### src/u8u16_pkg.sv
package u8u16_pkg;

    // field widths
    localparam int ByteW  = 8;
    localparam int UnitW  = 16;
    localparam int CountW = 10;
    localparam int PointW = 21;
    localparam int DueW   = 2;

    // register reset value
    localparam logic [CountW-1:0] MaxUnitsReset = 10'd255;

    // utf-16 constants
    localparam logic [PointW-1:0] SuppBase = 21'h10000;
    localparam logic [UnitW-1:0]  HighSurr = 16'hD800;
    localparam logic [UnitW-1:0]  LowSurr  = 16'hDC00;

    // result kinds
    typedef enum logic [1:0] {
        KIND_UNIT      = 2'd0,
        KIND_DONE      = 2'd1,
        KIND_MALFORMED = 2'd2,
        KIND_OVERFLOW  = 2'd3
    } t_kind;

    // per-string decode state
    typedef struct packed {
        logic [PointW-1:0] partial;
        logic [DueW-1:0]   due;
        logic [CountW-1:0] units;
        logic              skipping;
    } t_state;

    // one result word
    typedef struct packed {
        logic              last;
        logic [CountW-1:0] unit_count;
        t_kind             kind;
        logic [UnitW-1:0]  code_unit;
    } t_result;

endpackage

### src/u8u16_step.sv
module u8u16_step (
    input  u8u16_pkg::t_state             i_st,
    input  logic [u8u16_pkg::ByteW-1:0]   i_byte,
    input  logic [u8u16_pkg::CountW-1:0]  i_max_units,
    output u8u16_pkg::t_state             o_st,
    output logic [1:0]                    o_num,
    output u8u16_pkg::t_result            o_res0,
    output u8u16_pkg::t_result            o_res1
);
    import u8u16_pkg::*;

    logic              do_emit;
    logic [PointW-1:0] emit_cp;
    logic              do_status;
    t_kind             st_kind;
    logic              st_skip;
    logic [PointW-1:0] shifted;
    logic [PointW-1:0] supp;
    logic [CountW:0]   units_plus2;

    assign shifted     = {i_st.partial[PointW-7:0], i_byte[5:0]};
    assign supp        = emit_cp - SuppBase;
    assign units_plus2 = {1'b0, i_st.units} + 11'd2;

    // decode one byte against the current state
    always_comb begin
        o_st      = i_st;
        o_num     = 2'd0;
        o_res0    = '0;
        o_res1    = '0;
        do_emit   = 1'b0;
        emit_cp   = '0;
        do_status = 1'b0;
        st_kind   = KIND_DONE;
        st_skip   = 1'b0;

        // classify the byte
        if (i_st.skipping) begin
            if (i_byte == 8'h00) begin
                o_st.skipping = 1'b0;
            end
        end else if (i_st.due != 2'd0) begin
            if (i_byte[7:6] != 2'b10) begin
                do_status = 1'b1;
                st_kind   = KIND_MALFORMED;
                st_skip   = (i_byte != 8'h00);
            end else begin
                o_st.partial = shifted;
                o_st.due     = i_st.due - 2'd1;
                if (i_st.due == 2'd1) begin
                    do_emit      = 1'b1;
                    emit_cp      = shifted;
                    o_st.partial = '0;
                end
            end
        end else if (i_byte == 8'h00) begin
            do_status = 1'b1;
            st_kind   = KIND_DONE;
        end else if (i_byte[7] == 1'b0) begin
            do_emit = 1'b1;
            emit_cp = {13'd0, i_byte};
        end else if (i_byte[7:5] == 3'b110) begin
            o_st.partial = {16'd0, i_byte[4:0]};
            o_st.due     = 2'd1;
        end else if (i_byte[7:4] == 4'b1110) begin
            o_st.partial = {17'd0, i_byte[3:0]};
            o_st.due     = 2'd2;
        end else if (i_byte[7:3] == 5'b11110) begin
            o_st.partial = {18'd0, i_byte[2:0]};
            o_st.due     = 2'd3;
        end else begin
            do_status = 1'b1;
            st_kind   = KIND_MALFORMED;
            st_skip   = 1'b1;
        end

        // finished code point: one unit, a surrogate pair, or an overflow status when max_units would be exceeded
        if (do_emit) begin
            if (emit_cp < SuppBase) begin
                if (i_st.units >= i_max_units) begin
                    do_status = 1'b1;
                    st_kind   = KIND_OVERFLOW;
                    st_skip   = 1'b1;
                end else begin
                    o_st.units        = i_st.units + 10'd1;
                    o_num             = 2'd1;
                    o_res0.code_unit  = emit_cp[UnitW-1:0];
                    o_res0.kind       = KIND_UNIT;
                    o_res0.unit_count = i_st.units + 10'd1;
                    o_res0.last       = 1'b1;
                end
            end else if (units_plus2 > {1'b0, i_max_units}) begin
                do_status = 1'b1;
                st_kind   = KIND_OVERFLOW;
                st_skip   = 1'b1;
            end else begin
                o_st.units        = units_plus2[CountW-1:0];
                o_num             = 2'd2;
                o_res0.code_unit  = HighSurr + {5'd0, supp[20:10]};
                o_res0.kind       = KIND_UNIT;
                o_res0.unit_count = i_st.units + 10'd1;
                o_res0.last       = 1'b0;
                o_res1.code_unit  = LowSurr | {6'd0, supp[9:0]};
                o_res1.kind       = KIND_UNIT;
                o_res1.unit_count = units_plus2[CountW-1:0];
                o_res1.last       = 1'b1;
            end
        end

        // status ends the string
        if (do_status) begin
            o_num             = 2'd1;
            o_res0            = '0;
            o_res0.kind       = st_kind;
            o_res0.unit_count = i_st.units;
            o_res0.last       = 1'b1;
            o_st.partial      = '0;
            o_st.due          = '0;
            o_st.units        = '0;
            o_st.skipping     = st_skip;
        end
    end

endmodule

### src/utf8_to_utf16_transcoder_core.sv
// a result word is written into the result queue when its byte is accepted; m_axis shows the queue head
// one byte per cycle while s_axis_tready is high; a surrogate pair gives two words, high then low
// a four-word result queue sits between decode and m_axis; s_axis_tready is high
// while the queue holds two words or fewer, so a byte can always place both results
// reset (synchronous, active low) clears string state and queue, max_units goes to 255
module utf8_to_utf16_transcoder_core (
    input  logic                          i_clk,
    input  logic                          i_rst_n,
    input  logic                          i_cfg_we,
    input  logic [u8u16_pkg::CountW-1:0]  i_cfg_wdata,    // max_units
    input  logic                          s_axis_tvalid,
    output logic                          s_axis_tready,
    input  logic [7:0]                    s_axis_tdata,   // [7:0] text_byte
    output logic                          m_axis_tvalid,
    input  logic                          m_axis_tready,
    output logic [31:0]                   m_axis_tdata,   // [15:0] code_unit, [25:16] unit_count
    output logic [1:0]                    m_axis_tuser,   // [1:0] kind
    output logic                          m_axis_tlast    // run_last
);
    import u8u16_pkg::*;

    localparam int QDepth = 4;
    localparam int QPtrW  = 2;

    logic [CountW-1:0] r_max_units;
    t_state            r_st;
    t_state            n_st;
    logic [1:0]        step_num;
    t_result           step_res0;
    t_result           step_res1;
    t_result           r_queue [QDepth];
    logic [QPtrW-1:0]  r_wr_ptr;
    logic [QPtrW-1:0]  r_rd_ptr;
    logic [QPtrW:0]    r_count;
    logic [QPtrW:0]    n_count;
    logic              in_acc;
    logic              out_acc;
    logic [1:0]        push_num;
    t_result           head;

    assign in_acc   = s_axis_tvalid && s_axis_tready;
    assign out_acc  = m_axis_tvalid && m_axis_tready;
    assign push_num = in_acc ? step_num : 2'd0;

    // per-byte decode
    u8u16_step u_step (
        .i_st        (r_st),
        .i_byte      (s_axis_tdata),
        .i_max_units (r_max_units),
        .o_st        (n_st),
        .o_num       (step_num),
        .o_res0      (step_res0),
        .o_res1      (step_res1)
    );

    // config register
    always_ff @(posedge i_clk) begin
        if (!i_rst_n) begin
            r_max_units <= MaxUnitsReset;
        end else if (i_cfg_we) begin
            r_max_units <= i_cfg_wdata;
        end
    end

    // string state
    always_ff @(posedge i_clk) begin
        if (!i_rst_n) begin
            r_st <= '0;
        end else if (in_acc) begin
            r_st <= n_st;
        end
    end

    // result queue pointers and fill count
    assign n_count = r_count + {1'b0, push_num} - {2'd0, out_acc};

    always_ff @(posedge i_clk) begin
        if (!i_rst_n) begin
            r_wr_ptr <= '0;
            r_rd_ptr <= '0;
            r_count  <= '0;
        end else begin
            r_wr_ptr <= r_wr_ptr + push_num;
            r_rd_ptr <= r_rd_ptr + {1'b0, out_acc};
            r_count  <= n_count;
        end
    end

    // result queue storage
    always_ff @(posedge i_clk) begin
        if (push_num != 2'd0) begin
            r_queue[r_wr_ptr] <= step_res0;
        end
        if (push_num == 2'd2) begin
            r_queue[r_wr_ptr + 2'd1] <= step_res1;
        end
    end

    // output side
    assign head          = r_queue[r_rd_ptr];
    assign s_axis_tready = (r_count <= 3'd2);
    assign m_axis_tvalid = (r_count != 3'd0);
    assign m_axis_tdata  = {6'd0, head.unit_count, head.code_unit};
    assign m_axis_tuser  = head.kind;
    assign m_axis_tlast  = head.last;

    // queue never overfills
    a_count_bound: assert property (@(posedge i_clk) disable iff (!i_rst_n)
        r_count <= 3'd4)
        else $error("result queue overfilled");

    // status words carry no code unit
    a_status_zero: assert property (@(posedge i_clk) disable iff (!i_rst_n)
        (m_axis_tvalid && m_axis_tuser != KIND_UNIT) |-> (m_axis_tdata[15:0] == 16'd0))
        else $error("status word with nonzero code unit");

    // every status closes its byte's results
    a_status_last: assert property (@(posedge i_clk) disable iff (!i_rst_n)
        (m_axis_tvalid && m_axis_tuser != KIND_UNIT) |-> m_axis_tlast)
        else $error("status word not marked last");

    // skipping never coexists with a pending sequence or a nonzero unit count
    a_skip_idle: assert property (@(posedge i_clk) disable iff (!i_rst_n)
        r_st.skipping |-> (r_st.due == 2'd0 && r_st.units == '0))
        else $error("skipping with string state left over");

endmodule
### config.mk
export PLATFORM = sky130hd
export DESIGN_NAME = utf8_to_utf16_transcoder_core
export DESIGN_NICKNAME = d
export VERILOG_FILES = /design/src/u8u16_pkg.sv /design/src/u8u16_step.sv /design/src/utf8_to_utf16_transcoder_core.sv
export SDC_FILE = /design/constraint.sdc
export NUM_CORES = 1
export LEC_CHECK = 0
export BUFFER_PORTS_ARGS = -buffer_cell sky130_fd_sc_hd__buf_2
export CORE_MARGIN = 4
export CORE_UTILIZATION = 50
export DETAILED_ROUTE_END_ITERATION = 10
export GPL_TIMING_DRIVEN = 0
export PLACE_DENSITY = 0.66
export SYNTH_ARGS = -nofsm -noshare
export SYNTH_HDL_FRONTEND = slang
export SYNTH_SLANG_ARGS = --single-unit
### constraint.sdc
create_clock -name i_clk -period 9.3 [get_ports i_clk]
set_input_delay 2.325 -clock i_clk [delete_from_list [all_inputs] [get_ports i_clk]]
set_output_delay 2.325 -clock i_clk [all_outputs]
set_load 0.01 [all_outputs]
==> metrics <==
top cells by count, synth edfxtp_1, nand2_1, o21ai_0, dfxtp_1, a21oi_1; switching part of the total 0.318; TritonCTS Sinks 161; largest net degree at the start of global routing 27; Mapped Area 8820 sq um; fill count 1453; PnR worst setup slack 3250 ps; run status finished, final reports clean; routed via count 7344; width of the die 141 um; CP max FO 26; sequential share of the synthesized area 0.483; port bufs 49; drt pass-1 iters 5; Seq cells post-synth 161; gpl congestion 0.928; RSZ-0062 raised after global routing no; site row count 48; Post-synth ARST share 0; Final Hold Viols 0; clock slew at reported path FFs 70 ps; ANT cells 0; Slew Viols, Final 0; fmax 165 MHz; Syn. warnings 0; Internal 1.45 mW; Power Total 2.13 mW; Via-to-Cell Ratio 6.56; WP data arrival 6090 ps; top cell type's share of synthesized area 0.354; Tcrit/Tclk final 0.651; top_reg_cell synth edfxtp_1; Sequential Power Share 0.404; die area 19800 sq um; routed len/inst 24.6 um; MaxCap Viol Count 0; share of layout cells above drive strength 1 0.179; Routed Antenna Nets 0; top cells by area, synth edfxtp_1, dfxtp_1, mux4_2; final net count 933; Initial Utilization 0.510; Comb pwr share 0.257; CTS hold repair buffers 0; Post-synth EDFFs 104; Skew-Pair Late Insertion Delay 440 ps; Cell Area, Placed 9370 sq um; TNS Setup 0 ps; root buffer cell clkbuf_16; post-route minimum period 6050 ps; Clk pwr share 0.339; cell taking the most area after synthesis edfxtp_1; final wirelength 27500 um; Tightest Hold Check Type flip-flop to flip-flop; H-tree depth 4; final setup violating endpoints 0; type of the worst setup path primary input to flip-flop; I/O pin count 60; clock tree buffer depth 2; cell count after synthesis 807; initial antenna violation count 0; Core ar. 17300 sq um; sw power 0.676 mW; number of global-route vias before repair 7206; CTS tree yes; pwr/cell area 213 nW/um^2; post-CTS resize count 0; post-DP HPWL 20100 um; Distinct cells, synth 78; Num CTS Buffers 17; Worst Clk Skew 8.54 ps; pre-CTS WS 2880 ps; Chip Height 141 um; Post-Syn Area per Cell 10.9 sq um; GRT overflow 0; most frequent cell after synthesis edfxtp_1; Slew @ Worst Pin 1400 ps; Initial DRC Count 832; GRT Util Overall 0.280; global-route wire length before repair 42100 um; Worst Setup Start Kind primary input; synth-to-layout area growth 13.3%; critical path endpoint category flip-flop; DRC Markers 0; post-route cell area 10000 sq um; Lkg Pwr 3.61 nW; Slew headroom 0.0632; CP required 9340 ps; Worst IR Drop VDD 0.127 mV; Post-CTS Setup Repair Bufs 0
## power by group through the flow
stage | Combinational [mW] | Clock, mW | Sequential [mW]
final | 0.545 | 0.721 | 0.860
after global placement | 0.538 | 0 | 0.869
after detailed placement | 0.546 | 0 | 0.874
after floorplan | 0.373 | 0 | 0.860
after CTS | 0.548 | 0.721 | 0.859
after global routing | 0.592 | 0.754 | 0.865
## final timing paths
check / cells past startpoint / slack (ps) / end / start
hold reg to reg: 2 / 480 / r_queue[1][17] / r_queue[1][17]
hold / removal: 2 / 480 / r_queue[1][17] / r_queue[1][17]
setup / recovery: 9 / 3250 / r_queue[0][12] / s_axis_tdata[4]
setup reg to reg: 14 / 3260 / r_queue[0][12] / r_st[2]
## kinds of logic after synthesis
kind of cell,Yosys count,synth area share
AND/OR/NAND/NOR,209,0.119
flip-flops,161,0.483
adder cells (fa/ha/maj),29,0.0420
multiplexers,33,0.0787
XOR/XNOR,15,0.0149
AO/OA/AOI/OAI,275,0.219
buffers and inverters,84,0.0420
other,1,0.000425
## flip-flops by register name, indices dropped and copies added (netlist names)
name	flops
r_rd_ptr	2
r_wr_ptr	2
r_count	3
r_max_units	10
r_st	28
r_queue	116
## metrics by stage
stage           util  hold WS [ps]  cells
3_3_place_gp   0.542           451   1086
3_5_place_dp   0.542           463   1086
4_1_cts        0.576           482   1118
5_1_grt        0.578           495   1119
6_report       0.578           484   1119
2_1_floorplan      -           438    812
## critical path, cell delays in order
cell,delay [ps]
clkbuf_1,220
and3_1,290
a211o_1,320
o21ai_1,440
nand2_1,230
or3_1,440
clkbuf_1,350
clkbuf_1,360
nand2_1,1100
## metal layers
metal / GRT usage / part of all wire
met5: 0 / 0
met4: 0.0913 / 0.020
met3: 0.0522 / 0.091
met2: 0.433 / 0.46
met1: 0.400 / 0.43
## final cells by class
type	instances	area, sq um	area share
Buffer	62	288	0.0288
Clock buffer	17	425	0.0426
Clock inverter	15	174	0.0174
Inverter	22	82.6	0.00826
Multi-Input combinational cell	567	4210	0.421
Sequential cell	161	4260	0.427
Tap cell	225	282	0.0282
Timing Repair Buffer	50	273	0.0273
## cell usage in the layout, fill, tap and decap left out, types with 10 or more instances in the layout
master | synthesis | final
ha_1 | 28 | 28
a22o_1 | 36 | 36
and2_1 | 13 | 13
buf_2 | 14 | 63
inv_1 | 22 | 22
o21ai_0 | 62 | 62
dfxtp_1 | 57 | 57
edfxtp_1 | 104 | 104
clkbuf_1 | 32 | 32
o22ai_1 | 31 | 31
mux4_2 | 29 | 29
nand3_1 | 30 | 30
a22oi_1 | 11 | 11
nor2_1 | 33 | 33
a31oi_1 | 10 | 10
nand2_1 | 74 | 73
xnor2_1 | 10 | 10
a21oi_1 | 42 | 42
clkbuf_16 | 0 | 17
o211ai_1 | 13 | 13
No activity file was read; power rests on OpenSTA's default activity.
